<file path="src/sv/necir_pkg.sv">
// Shared types and constants for the infrared frame transmitter.
`default_nettype none

package necir_pkg;

    // Configuration port geometry
    localparam int unsigned CFG_INDEX_W = 4;
    localparam int unsigned CFG_DATA_W  = 16;

    // Register indexes
    localparam logic [CFG_INDEX_W-1:0] REG_DEVICE_ADDRESS     = 4'd0;
    localparam logic [CFG_INDEX_W-1:0] REG_HEADER_MARK_TICKS  = 4'd1;
    localparam logic [CFG_INDEX_W-1:0] REG_HEADER_SPACE_TICKS = 4'd2;
    localparam logic [CFG_INDEX_W-1:0] REG_BIT_MARK_TICKS     = 4'd3;
    localparam logic [CFG_INDEX_W-1:0] REG_ZERO_SPACE_TICKS   = 4'd4;
    localparam logic [CFG_INDEX_W-1:0] REG_ONE_SPACE_TICKS    = 4'd5;
    localparam logic [CFG_INDEX_W-1:0] REG_REPEAT_GAP_TICKS   = 4'd6;
    localparam logic [CFG_INDEX_W-1:0] REG_REPEAT_SPACE_TICKS = 4'd7;

    // Reset values of the timing registers
    localparam logic [7:0]  RST_DEVICE_ADDRESS     = 8'd0;
    localparam logic [11:0] RST_HEADER_MARK_TICKS  = 12'd690;
    localparam logic [11:0] RST_HEADER_SPACE_TICKS = 12'd340;
    localparam logic [9:0]  RST_BIT_MARK_TICKS     = 10'd43;
    localparam logic [9:0]  RST_ZERO_SPACE_TICKS   = 10'd43;
    localparam logic [9:0]  RST_ONE_SPACE_TICKS    = 10'd130;
    localparam logic [15:0] RST_REPEAT_GAP_TICKS   = 16'd1769;
    localparam logic [11:0] RST_REPEAT_SPACE_TICKS = 12'd170;

    // Fixed segment lengths
    localparam logic [15:0] STOP_MARK_TICKS = 16'd34;
    localparam logic [15:0] END_BURST_TICKS = 16'd50;

    // Last bit position of the 32-bit frame
    localparam logic [4:0] LAST_BIT = 5'd31;

    // Timing register file contents
    typedef struct packed {
        logic [7:0]  device_address;
        logic [11:0] header_mark_ticks;
        logic [11:0] header_space_ticks;
        logic [9:0]  bit_mark_ticks;
        logic [9:0]  zero_space_ticks;
        logic [9:0]  one_space_ticks;
        logic [15:0] repeat_gap_ticks;
        logic [11:0] repeat_space_ticks;
    } necir_cfg_t;

    // One result beat
    typedef struct packed {
        logic frame_done;
        logic busy_res;
        logic ir_level;
    } necir_result_t;

endpackage

`default_nettype wire

</file>
<file path="src/sv/necir_cfg.sv">
// Configuration register file for the infrared frame transmitter.
`default_nettype none

module necir_cfg (
    input  wire logic                                aclk,
    input  wire logic                                aresetn,
    input  wire logic                                wr_en,
    input  wire logic [necir_pkg::CFG_INDEX_W-1:0]   wr_index,
    input  wire logic [necir_pkg::CFG_DATA_W-1:0]    wr_data,
    output necir_pkg::necir_cfg_t                    cfg
);

    necir_pkg::necir_cfg_t cfg_reg;
    necir_pkg::necir_cfg_t cfg_next;

    // Register decode; indexes past the list are dropped
    always_comb begin
        cfg_next = cfg_reg;
        if (wr_en) begin
            unique case (wr_index)
                necir_pkg::REG_DEVICE_ADDRESS:     cfg_next.device_address     = wr_data[7:0];
                necir_pkg::REG_HEADER_MARK_TICKS:  cfg_next.header_mark_ticks  = wr_data[11:0];
                necir_pkg::REG_HEADER_SPACE_TICKS: cfg_next.header_space_ticks = wr_data[11:0];
                necir_pkg::REG_BIT_MARK_TICKS:     cfg_next.bit_mark_ticks     = wr_data[9:0];
                necir_pkg::REG_ZERO_SPACE_TICKS:   cfg_next.zero_space_ticks   = wr_data[9:0];
                necir_pkg::REG_ONE_SPACE_TICKS:    cfg_next.one_space_ticks    = wr_data[9:0];
                necir_pkg::REG_REPEAT_GAP_TICKS:   cfg_next.repeat_gap_ticks   = wr_data[15:0];
                necir_pkg::REG_REPEAT_SPACE_TICKS: cfg_next.repeat_space_ticks = wr_data[11:0];
                default: ;
            endcase
        end
    end

    always_ff @(posedge aclk) begin
        if (!aresetn) begin
            cfg_reg.device_address     <= necir_pkg::RST_DEVICE_ADDRESS;
            cfg_reg.header_mark_ticks  <= necir_pkg::RST_HEADER_MARK_TICKS;
            cfg_reg.header_space_ticks <= necir_pkg::RST_HEADER_SPACE_TICKS;
            cfg_reg.bit_mark_ticks     <= necir_pkg::RST_BIT_MARK_TICKS;
            cfg_reg.zero_space_ticks   <= necir_pkg::RST_ZERO_SPACE_TICKS;
            cfg_reg.one_space_ticks    <= necir_pkg::RST_ONE_SPACE_TICKS;
            cfg_reg.repeat_gap_ticks   <= necir_pkg::RST_REPEAT_GAP_TICKS;
            cfg_reg.repeat_space_ticks <= necir_pkg::RST_REPEAT_SPACE_TICKS;
        end else begin
            cfg_reg <= cfg_next;
        end
    end

    assign cfg = cfg_reg;

endmodule

`default_nettype wire

</file>
<file path="src/sv/necir_core.sv">
// Frame sequencer: segment state, tick counter, bit shifter and carrier.
`default_nettype none

module necir_core (
    input  wire logic                  aclk,
    input  wire logic                  aresetn,
    input  necir_pkg::necir_cfg_t      cfg,
    input  wire logic                  step,       // process one item this cycle
    input  wire logic                  cmd,        // 1 = send, 0 = tick
    input  wire logic [7:0]            data_byte,
    output necir_pkg::necir_result_t   result      // result of the item in step
);

    typedef enum logic [3:0] {
        SEG_IDLE,
        SEG_HDR_MARK,
        SEG_HDR_SPACE,
        SEG_BIT_MARK,
        SEG_BIT_SPACE,
        SEG_STOP_MARK,
        SEG_GAP,
        SEG_REP_MARK,
        SEG_REP_SPACE,
        SEG_END_BURST
    } seg_t;

    seg_t        seg_reg,     seg_next;
    logic [15:0] tick_reg,    tick_next;
    logic [4:0]  bit_idx_reg, bit_idx_next;
    logic [31:0] bits_reg,    bits_next;
    logic        phase_reg,   phase_next;
    logic        idle_lvl_reg, idle_lvl_next;

    logic [15:0] seg_len_raw;
    logic [15:0] seg_len;
    logic        seg_mark;
    logic [15:0] tick_inc;
    logic        pin_now;
    logic        level;
    logic        done;

    // Length of the current segment; zero counts as one tick
    always_comb begin
        unique case (seg_reg)
            SEG_HDR_MARK:  seg_len_raw = {4'd0, cfg.header_mark_ticks};
            SEG_HDR_SPACE: seg_len_raw = {4'd0, cfg.header_space_ticks};
            SEG_BIT_MARK:  seg_len_raw = {6'd0, cfg.bit_mark_ticks};
            SEG_BIT_SPACE: seg_len_raw = bits_reg[31] ? {6'd0, cfg.one_space_ticks}
                                                      : {6'd0, cfg.zero_space_ticks};
            SEG_STOP_MARK: seg_len_raw = necir_pkg::STOP_MARK_TICKS;
            SEG_GAP:       seg_len_raw = cfg.repeat_gap_ticks;
            SEG_REP_MARK:  seg_len_raw = {4'd0, cfg.header_mark_ticks};
            SEG_REP_SPACE: seg_len_raw = {4'd0, cfg.repeat_space_ticks};
            default:       seg_len_raw = necir_pkg::END_BURST_TICKS;
        endcase
        seg_len = (seg_len_raw == 16'd0) ? 16'd1 : seg_len_raw;
    end

    assign seg_mark = (seg_reg == SEG_HDR_MARK) || (seg_reg == SEG_BIT_MARK) ||
                      (seg_reg == SEG_STOP_MARK) || (seg_reg == SEG_REP_MARK) ||
                      (seg_reg == SEG_END_BURST);

    assign tick_inc = tick_reg + 16'd1;

    // Pin as seen without a tick; before the first header tick it keeps idle level
    assign pin_now = ((seg_reg == SEG_IDLE) ||
                      ((seg_reg == SEG_HDR_MARK) && (tick_reg == 16'd0)))
                     ? idle_lvl_reg : phase_reg;

    // Next state for one item
    always_comb begin
        seg_next      = seg_reg;
        tick_next     = tick_reg;
        bit_idx_next  = bit_idx_reg;
        bits_next     = bits_reg;
        phase_next    = phase_reg;
        idle_lvl_next = idle_lvl_reg;
        level         = pin_now;
        done          = 1'b0;

        if (cmd) begin
            // Start a frame only from idle; level stays the idle level
            if (seg_reg == SEG_IDLE) begin
                bits_next    = {cfg.device_address, ~cfg.device_address,
                                data_byte, ~data_byte};
                seg_next     = SEG_HDR_MARK;
                tick_next    = 16'd0;
                bit_idx_next = 5'd0;
                level        = idle_lvl_reg;
            end
        end else if (seg_reg != SEG_IDLE) begin
            phase_next = seg_mark ? ~phase_reg : 1'b0;
            level      = phase_next;
            tick_next  = tick_inc;
            if (tick_inc >= seg_len) begin
                tick_next = 16'd0;
                unique case (seg_reg)
                    SEG_HDR_MARK:  seg_next = SEG_HDR_SPACE;
                    SEG_HDR_SPACE: seg_next = SEG_BIT_MARK;
                    SEG_BIT_MARK:  seg_next = SEG_BIT_SPACE;
                    SEG_BIT_SPACE: begin
                        bits_next = {bits_reg[30:0], 1'b0};
                        if (bit_idx_reg == necir_pkg::LAST_BIT) begin
                            bit_idx_next = 5'd0;
                            seg_next     = SEG_STOP_MARK;
                        end else begin
                            bit_idx_next = bit_idx_reg + 5'd1;
                            seg_next     = SEG_BIT_MARK;
                        end
                    end
                    SEG_STOP_MARK: begin
                        seg_next   = SEG_GAP;
                        phase_next = 1'b0;
                    end
                    SEG_GAP:       seg_next = SEG_REP_MARK;
                    SEG_REP_MARK:  seg_next = SEG_REP_SPACE;
                    SEG_REP_SPACE: seg_next = SEG_END_BURST;
                    default: begin
                        // End burst finished: pin goes high and stays there
                        seg_next      = SEG_IDLE;
                        idle_lvl_next = 1'b1;
                        level         = 1'b1;
                        done          = 1'b1;
                    end
                endcase
            end
        end
    end

    always_ff @(posedge aclk) begin
        if (!aresetn) begin
            seg_reg      <= SEG_IDLE;
            tick_reg     <= 16'd0;
            bit_idx_reg  <= 5'd0;
            bits_reg     <= 32'd0;
            phase_reg    <= 1'b0;
            idle_lvl_reg <= 1'b0;
        end else if (step) begin
            seg_reg      <= seg_next;
            tick_reg     <= tick_next;
            bit_idx_reg  <= bit_idx_next;
            bits_reg     <= bits_next;
            phase_reg    <= phase_next;
            idle_lvl_reg <= idle_lvl_next;
        end
    end

    assign result.ir_level   = level;
    assign result.busy_res   = (seg_next != SEG_IDLE);
    assign result.frame_done = done;

endmodule

`default_nettype wire

</file>
<file path="src/sv/nec_ir_frame_transmitter.sv">
// Top level of the pulse-distance infrared frame transmitter.
//
// Input stream (s_*): one beat per item. s_tuser is the command: 0 means one
// 13 us timer tick has passed, 1 starts a frame with the byte in s_tdata.
// A start while a frame is in progress is ignored but still answered.
// Result stream (m_*): exactly one beat per input beat, in order. m_tdata
// carries the emitter pin level and the busy flag; m_tlast marks the tick
// that ends the frame.
// Configuration (cfg_*): index 0..7 selects a timing register, always ready;
// write only while the block is idle.
// Timing: an input beat is registered, processed by the sequencer once the
// result slot is free, and its result registered in turn. One beat per
// cycle is sustained while m_tready stays high; the sequencer takes one
// beat in each step that it is given.
// Reset: the pin reads 0, no frame is active, registers take their defaults.
// When m_tready is low the result register holds and the input register
// fills; s_tready drops only once both are occupied.
`default_nettype none

module nec_ir_frame_transmitter (
    input  wire logic                                aclk,
    input  wire logic                                aresetn,
    // input stream
    input  wire logic                                s_tvalid,
    output      logic                                s_tready,
    input  wire logic [7:0]                          s_tdata,   // [7:0] data_byte
    input  wire logic                                s_tuser,   // [0] cmd
    // result stream
    output      logic                                m_tvalid,
    input  wire logic                                m_tready,
    output      logic [7:0]                          m_tdata,   // [0] ir_level, [1] busy_res
    output      logic                                m_tlast,   // frame_done
    // configuration writes
    input  wire logic                                cfg_valid,
    output      logic                                cfg_ready,
    input  wire logic [necir_pkg::CFG_INDEX_W-1:0]   cfg_index,
    input  wire logic [necir_pkg::CFG_DATA_W-1:0]    cfg_data
);

    necir_pkg::necir_cfg_t    cfg;
    necir_pkg::necir_result_t core_res;

    logic                     in_valid_reg, in_valid_next;
    logic                     in_cmd_reg;
    logic [7:0]               in_data_reg;
    logic                     out_valid_reg, out_valid_next;
    necir_pkg::necir_result_t out_res_reg;

    logic advance;
    logic step;
    logic s_fire;

    assign cfg_ready = 1'b1;

    necir_cfg u_cfg (
        .aclk     (aclk),
        .aresetn  (aresetn),
        .wr_en    (cfg_valid),
        .wr_index (cfg_index),
        .wr_data  (cfg_data),
        .cfg      (cfg)
    );

    // Handshake: the result slot frees when empty or taken this cycle
    assign advance  = !out_valid_reg || m_tready;
    assign step     = in_valid_reg && advance;
    assign s_tready = !in_valid_reg || advance;
    assign s_fire   = s_tvalid && s_tready;

    always_comb begin
        in_valid_next = in_valid_reg;
        if (s_fire) begin
            in_valid_next = 1'b1;
        end else if (step) begin
            in_valid_next = 1'b0;
        end
        out_valid_next = advance ? in_valid_reg : out_valid_reg;
    end

    necir_core u_core (
        .aclk      (aclk),
        .aresetn   (aresetn),
        .cfg       (cfg),
        .step      (step),
        .cmd       (in_cmd_reg),
        .data_byte (in_data_reg),
        .result    (core_res)
    );

    // Input and result registers
    always_ff @(posedge aclk) begin
        if (!aresetn) begin
            in_valid_reg  <= 1'b0;
            out_valid_reg <= 1'b0;
        end else begin
            in_valid_reg  <= in_valid_next;
            out_valid_reg <= out_valid_next;
        end
    end

    always_ff @(posedge aclk) begin
        if (s_fire) begin
            in_cmd_reg  <= s_tuser;
            in_data_reg <= s_tdata;
        end
        if (step) begin
            out_res_reg <= core_res;
        end
    end

    assign m_tvalid = out_valid_reg;
    assign m_tdata  = {6'd0, out_res_reg.busy_res, out_res_reg.ir_level};
    assign m_tlast  = out_res_reg.frame_done;

endmodule

`default_nettype wire

</file>
<file path="config.mk">
export PLATFORM = sky130hd
export DESIGN_NAME = nec_ir_frame_transmitter
export DESIGN_NICKNAME = d
export VERILOG_FILES = /design/src/sv/necir_pkg.sv /design/src/sv/necir_cfg.sv /design/src/sv/necir_core.sv /design/src/sv/nec_ir_frame_transmitter.sv
export SDC_FILE = /design/constraint.sdc
export NUM_CORES = 1
export LEC_CHECK = 0
export BUFFER_PORTS_ARGS = -buffer_cell sky130_fd_sc_hd__buf_2
export CAP_MARGIN = 20
export CORE_AREA = 2 2 131 133
export CTS_CLUSTER_SIZE = 24
export DETAILED_ROUTE_END_ITERATION = 8
export DIE_AREA = 0 0 133 135
export PLACE_DENSITY_LB_ADDON = 0.15
export SKIP_LAST_GASP = 1
export SYNTH_ARGS = -nofsm -noshare
export SYNTH_HDL_FRONTEND = slang
export SYNTH_SLANG_ARGS = --single-unit
</file>
<file path="constraint.sdc">
create_clock -name aclk -period 3.9 [get_ports aclk]
set_input_delay 0.39 -clock aclk [delete_from_list [all_inputs] [get_ports aclk]]
set_output_delay 0.39 -clock aclk [all_outputs]
set_load 0.02 [all_outputs]
</file>
==> impl_results.md <==
- Pins Over Slew Limit: 0
- DP HPWL: 12,790 um
- R2R Path Start: u_core.seg_reg[1]
- CP max stage delay: 0.44 ns
- Vias: 6,555
- Site Rows: 47
- #FFs+latches synth: around 160
- Share of cells above drive strength 1: ~14%
- Overall Global Routing Usage: 22.34%
- Starting Density: 49.53%
- Largest cells by area after synthesis: dfxtp_1, mux2i_1, nand2_1
- Worst-path clk slew: 0.07 ns
- Status: finished clean
- P_leak: 3.781 nW
- Max Fclk: 266.9 MHz
- Avg Inst Size Synth: 8.518 sq um
- Crit path cell chain: buf_4, or3b_4, buf_4, o211ai_1, a2111oi_4, nand4_1, o21ai_1, ha_1, nand2b_1, a2111o_1, a32oi_2, and2_4, o21a_4, buf_12, mux2i_1
- Fin. Hold Viols: 0
- Min-delay worst type: in -> reg
- Routed Wire Length: 19,270 um
- Sequential power share: between 40% and 50%
- Clk pwr share: 45.4%
- Root Buffer: clkbuf_16
- Average vias per placed instance: 5.435
- Most frequent cell after synthesis: nand2_1
- Die Width: 133 um
- Setup-failing EPs final: 0
- CTS tree: built
- Max FFs per register: 90
- Synth warn: 0
- Drt first pass iters: 6
- H-tree Lvls: 4
- GP Congestion: 0.8224
- Sw frac: 25.17%
- Pwr per Cell Area: 391.4 nW/um^2
- Finished Cell Area: about 9200 sq um
- Slew at the pin closest to its max-slew limit: 1.004 ns
- Final worst-path cycle share: 96.06%
- Switching power: ~0.90 mW
- Routed Antenna Nets: 0
- DP Area: 8532 sq um
- CP endpoint kind: flop
- Antenna Cells: 0
- Clk_lat worst skew: around 0.44 ns
- Synth unique cells: 70
- DIE HEIGHT: 135 um
- Worst Skew: 0.01360 ns
- VDD IR-drop max: 338.5 uV
- Comb power frac: 6.3%
- WL/cell: 15.98 um
- Post-synth top area share: 37.20%
- Final WS setup: 0.1538 ns
- Reg area: 3391 sq um
- Number of enable flip-flop cells after synthesis: 12
- Max cap viols: 0
- Multi-input gate area: 4378 sq um
- Crit path time final: 3.746 ns
- First-pass GRT wire length: 31,950 um
- Post-synthesis sequential area ratio: between 40% and 50%
- Synth area leader: dfxtp_1
- Post-CTS Resized: 5
- # hold bufs at CTS: 0
- Syn-to-layout area delta: 12.93%
- Critical path data required time: 4.25 ns
- Worst endpoint data arrival time: 4.10 ns
- Crit-path most repeated cell: buf_4
- Die area: 17,960 sq um
- Vias in the first global route: 6,183
- Crit-path max FO: 14
- Most used DFF post-synth: dfxtp_1
- Pint: ~2.7 mW
- Clk buf depth: 2
- Final Total Pwr: between 3 and 4 mW
- Startpoint Class: flop
- CTS buffer count: 17
- Min-delay src: s_tdata[6]
- Port Buf Inserts: 38
- Slowest CP cell: or3b_4
- Setup crit start: u_core.seg_reg[1]
- I/O pins: 46
- Setup Slack @ Placement: -0.1264 ns
- Initial antenna violation count: 0
- Ys async rst share: 0%
- Setup CP Type: reg -> reg
- Setup_tns: 0 ns
- Core footprint: 16,410 sq um
- Filler cells: 1,494
- Largest net degree at the start of global routing: 73
- Total grt overflow: 0
- CTS sink count: ~160
- DRC: 0
- Nets: 1,027
- Iteration-0 DRC Markers: 391
- Mapped Cells: 954
- Post-CTS setup buffers: 0
- Slew margin rel.: 32.74%
- Mapped Area: 8127 sq um
- Top cells by count, synth: nand2_1, dfxtp_1, mux2i_1
[stage by stage]
| step | utilization, % | hold slack (ns) | cells |
|---|---|---|---|
| CTS | 55.62 | 0.1101 | 1205 |
| global route | 55.94 | 0.1054 | 1206 |
| floorplan | - | 0.4251 | 959 |
| finish | 55.94 | 0.1264 | 1206 |
| detailed placement | 52.00 | 0.4452 | 1173 |
| global placement | 52.00 | 0.4411 | 1173 |
[placed cells by master (no fill, tap or decap), types with 5 or more instances in the layout]
master	netlist	layout
a21o_1	16	16
a21oi_1	63	63
a22oi_1	10	10
and2_1	7	6
and3_1	8	8
buf_12	3	5
buf_2	10	39
buf_4	11	30
clkbuf_16	0	17
conb_1	2	7
dfxtp_1	151	147
edfxtp_1	12	12
ha_1	20	20
inv_1	7	7
mux2_2	5	5
mux2i_1	84	83
nand2_1	212	212
nand2b_1	24	24
nand3_1	40	40
nand3b_1	8	8
nand4_1	8	8
nor2_1	57	57
nor3_1	11	11
nor3b_1	7	5
o211ai_1	17	17
o21ai_0	11	11
o22ai_1	7	7
or2_2	7	7
xnor2_1	5	5
xor2_1	6	6
[layer usage]
metal | part of all wire (%) | GRT usage [%]
met4 | 1.3 | 6.750
met5 | 0 | 0
met1 | 49 | 30.26
met3 | 3.7 | 4.354
met2 | 46 | 36.27
[power by group through the flow]
| stage | logic (mW) | clock network, mW | registers, mW |
|---|---|---|---|
| floorplan | 0.168 | 0 | 1.77 |
| global placement | 0.225 | 0 | 1.77 |
| detailed placement | 0.226 | 0 | 1.77 |
| CTS | 0.227 | 1.67 | 1.73 |
| global route | 0.250 | 1.74 | 1.74 |
| finish | 0.228 | 1.63 | 1.73 |
[worst paths after layout]
path	to	slack, ns	cells after the start
worst max-delay path	u_core.bits_reg[22]	0.15	15
worst min register to register	u_cfg.cfg[46]	0.46	2
worst max register to register	u_core.bits_reg[22]	0.15	15
worst min-delay path	in_data_reg[6]	0.13	1
[kinds of logic (layout without fill, tap and decap cells)]
group           Yosys count  count (layout)  share of synthesized area (%)
mux                      89              89                          11.04
buf+inv                  89             116                          5.558
flops                   163             163                          41.63
compound gates          164             164                          13.36
fa+ha+maj                20              20                          3.079
other cells               2               7                        0.09241
simple gates            416             416                          24.05
xor+xnor                 11              11                          1.185
[final cells by class]
cell class	count	area share, %
clock inverter	12	1.186
multi-input combinational	707	47.70
timing repair buffer	74	5.671
inverter	10	0.4090
tap	220	2.999
sequential	163	36.95
clock buffer	20	5.085
[worst max-delay path, delay by kind of cell, from the launching register on]
family                   cells  cell delay [ns]
flip-flops                   1             0.34
AND/OR/NAND/NOR              4             0.87
AO/OA/AOI/OAI                6             1.40
buffers and inverters        3             0.54
multiplexers                 1             0.22
adder cells (fa/ha/maj)      1             0.27
Power figures use the tool's default switching activity.
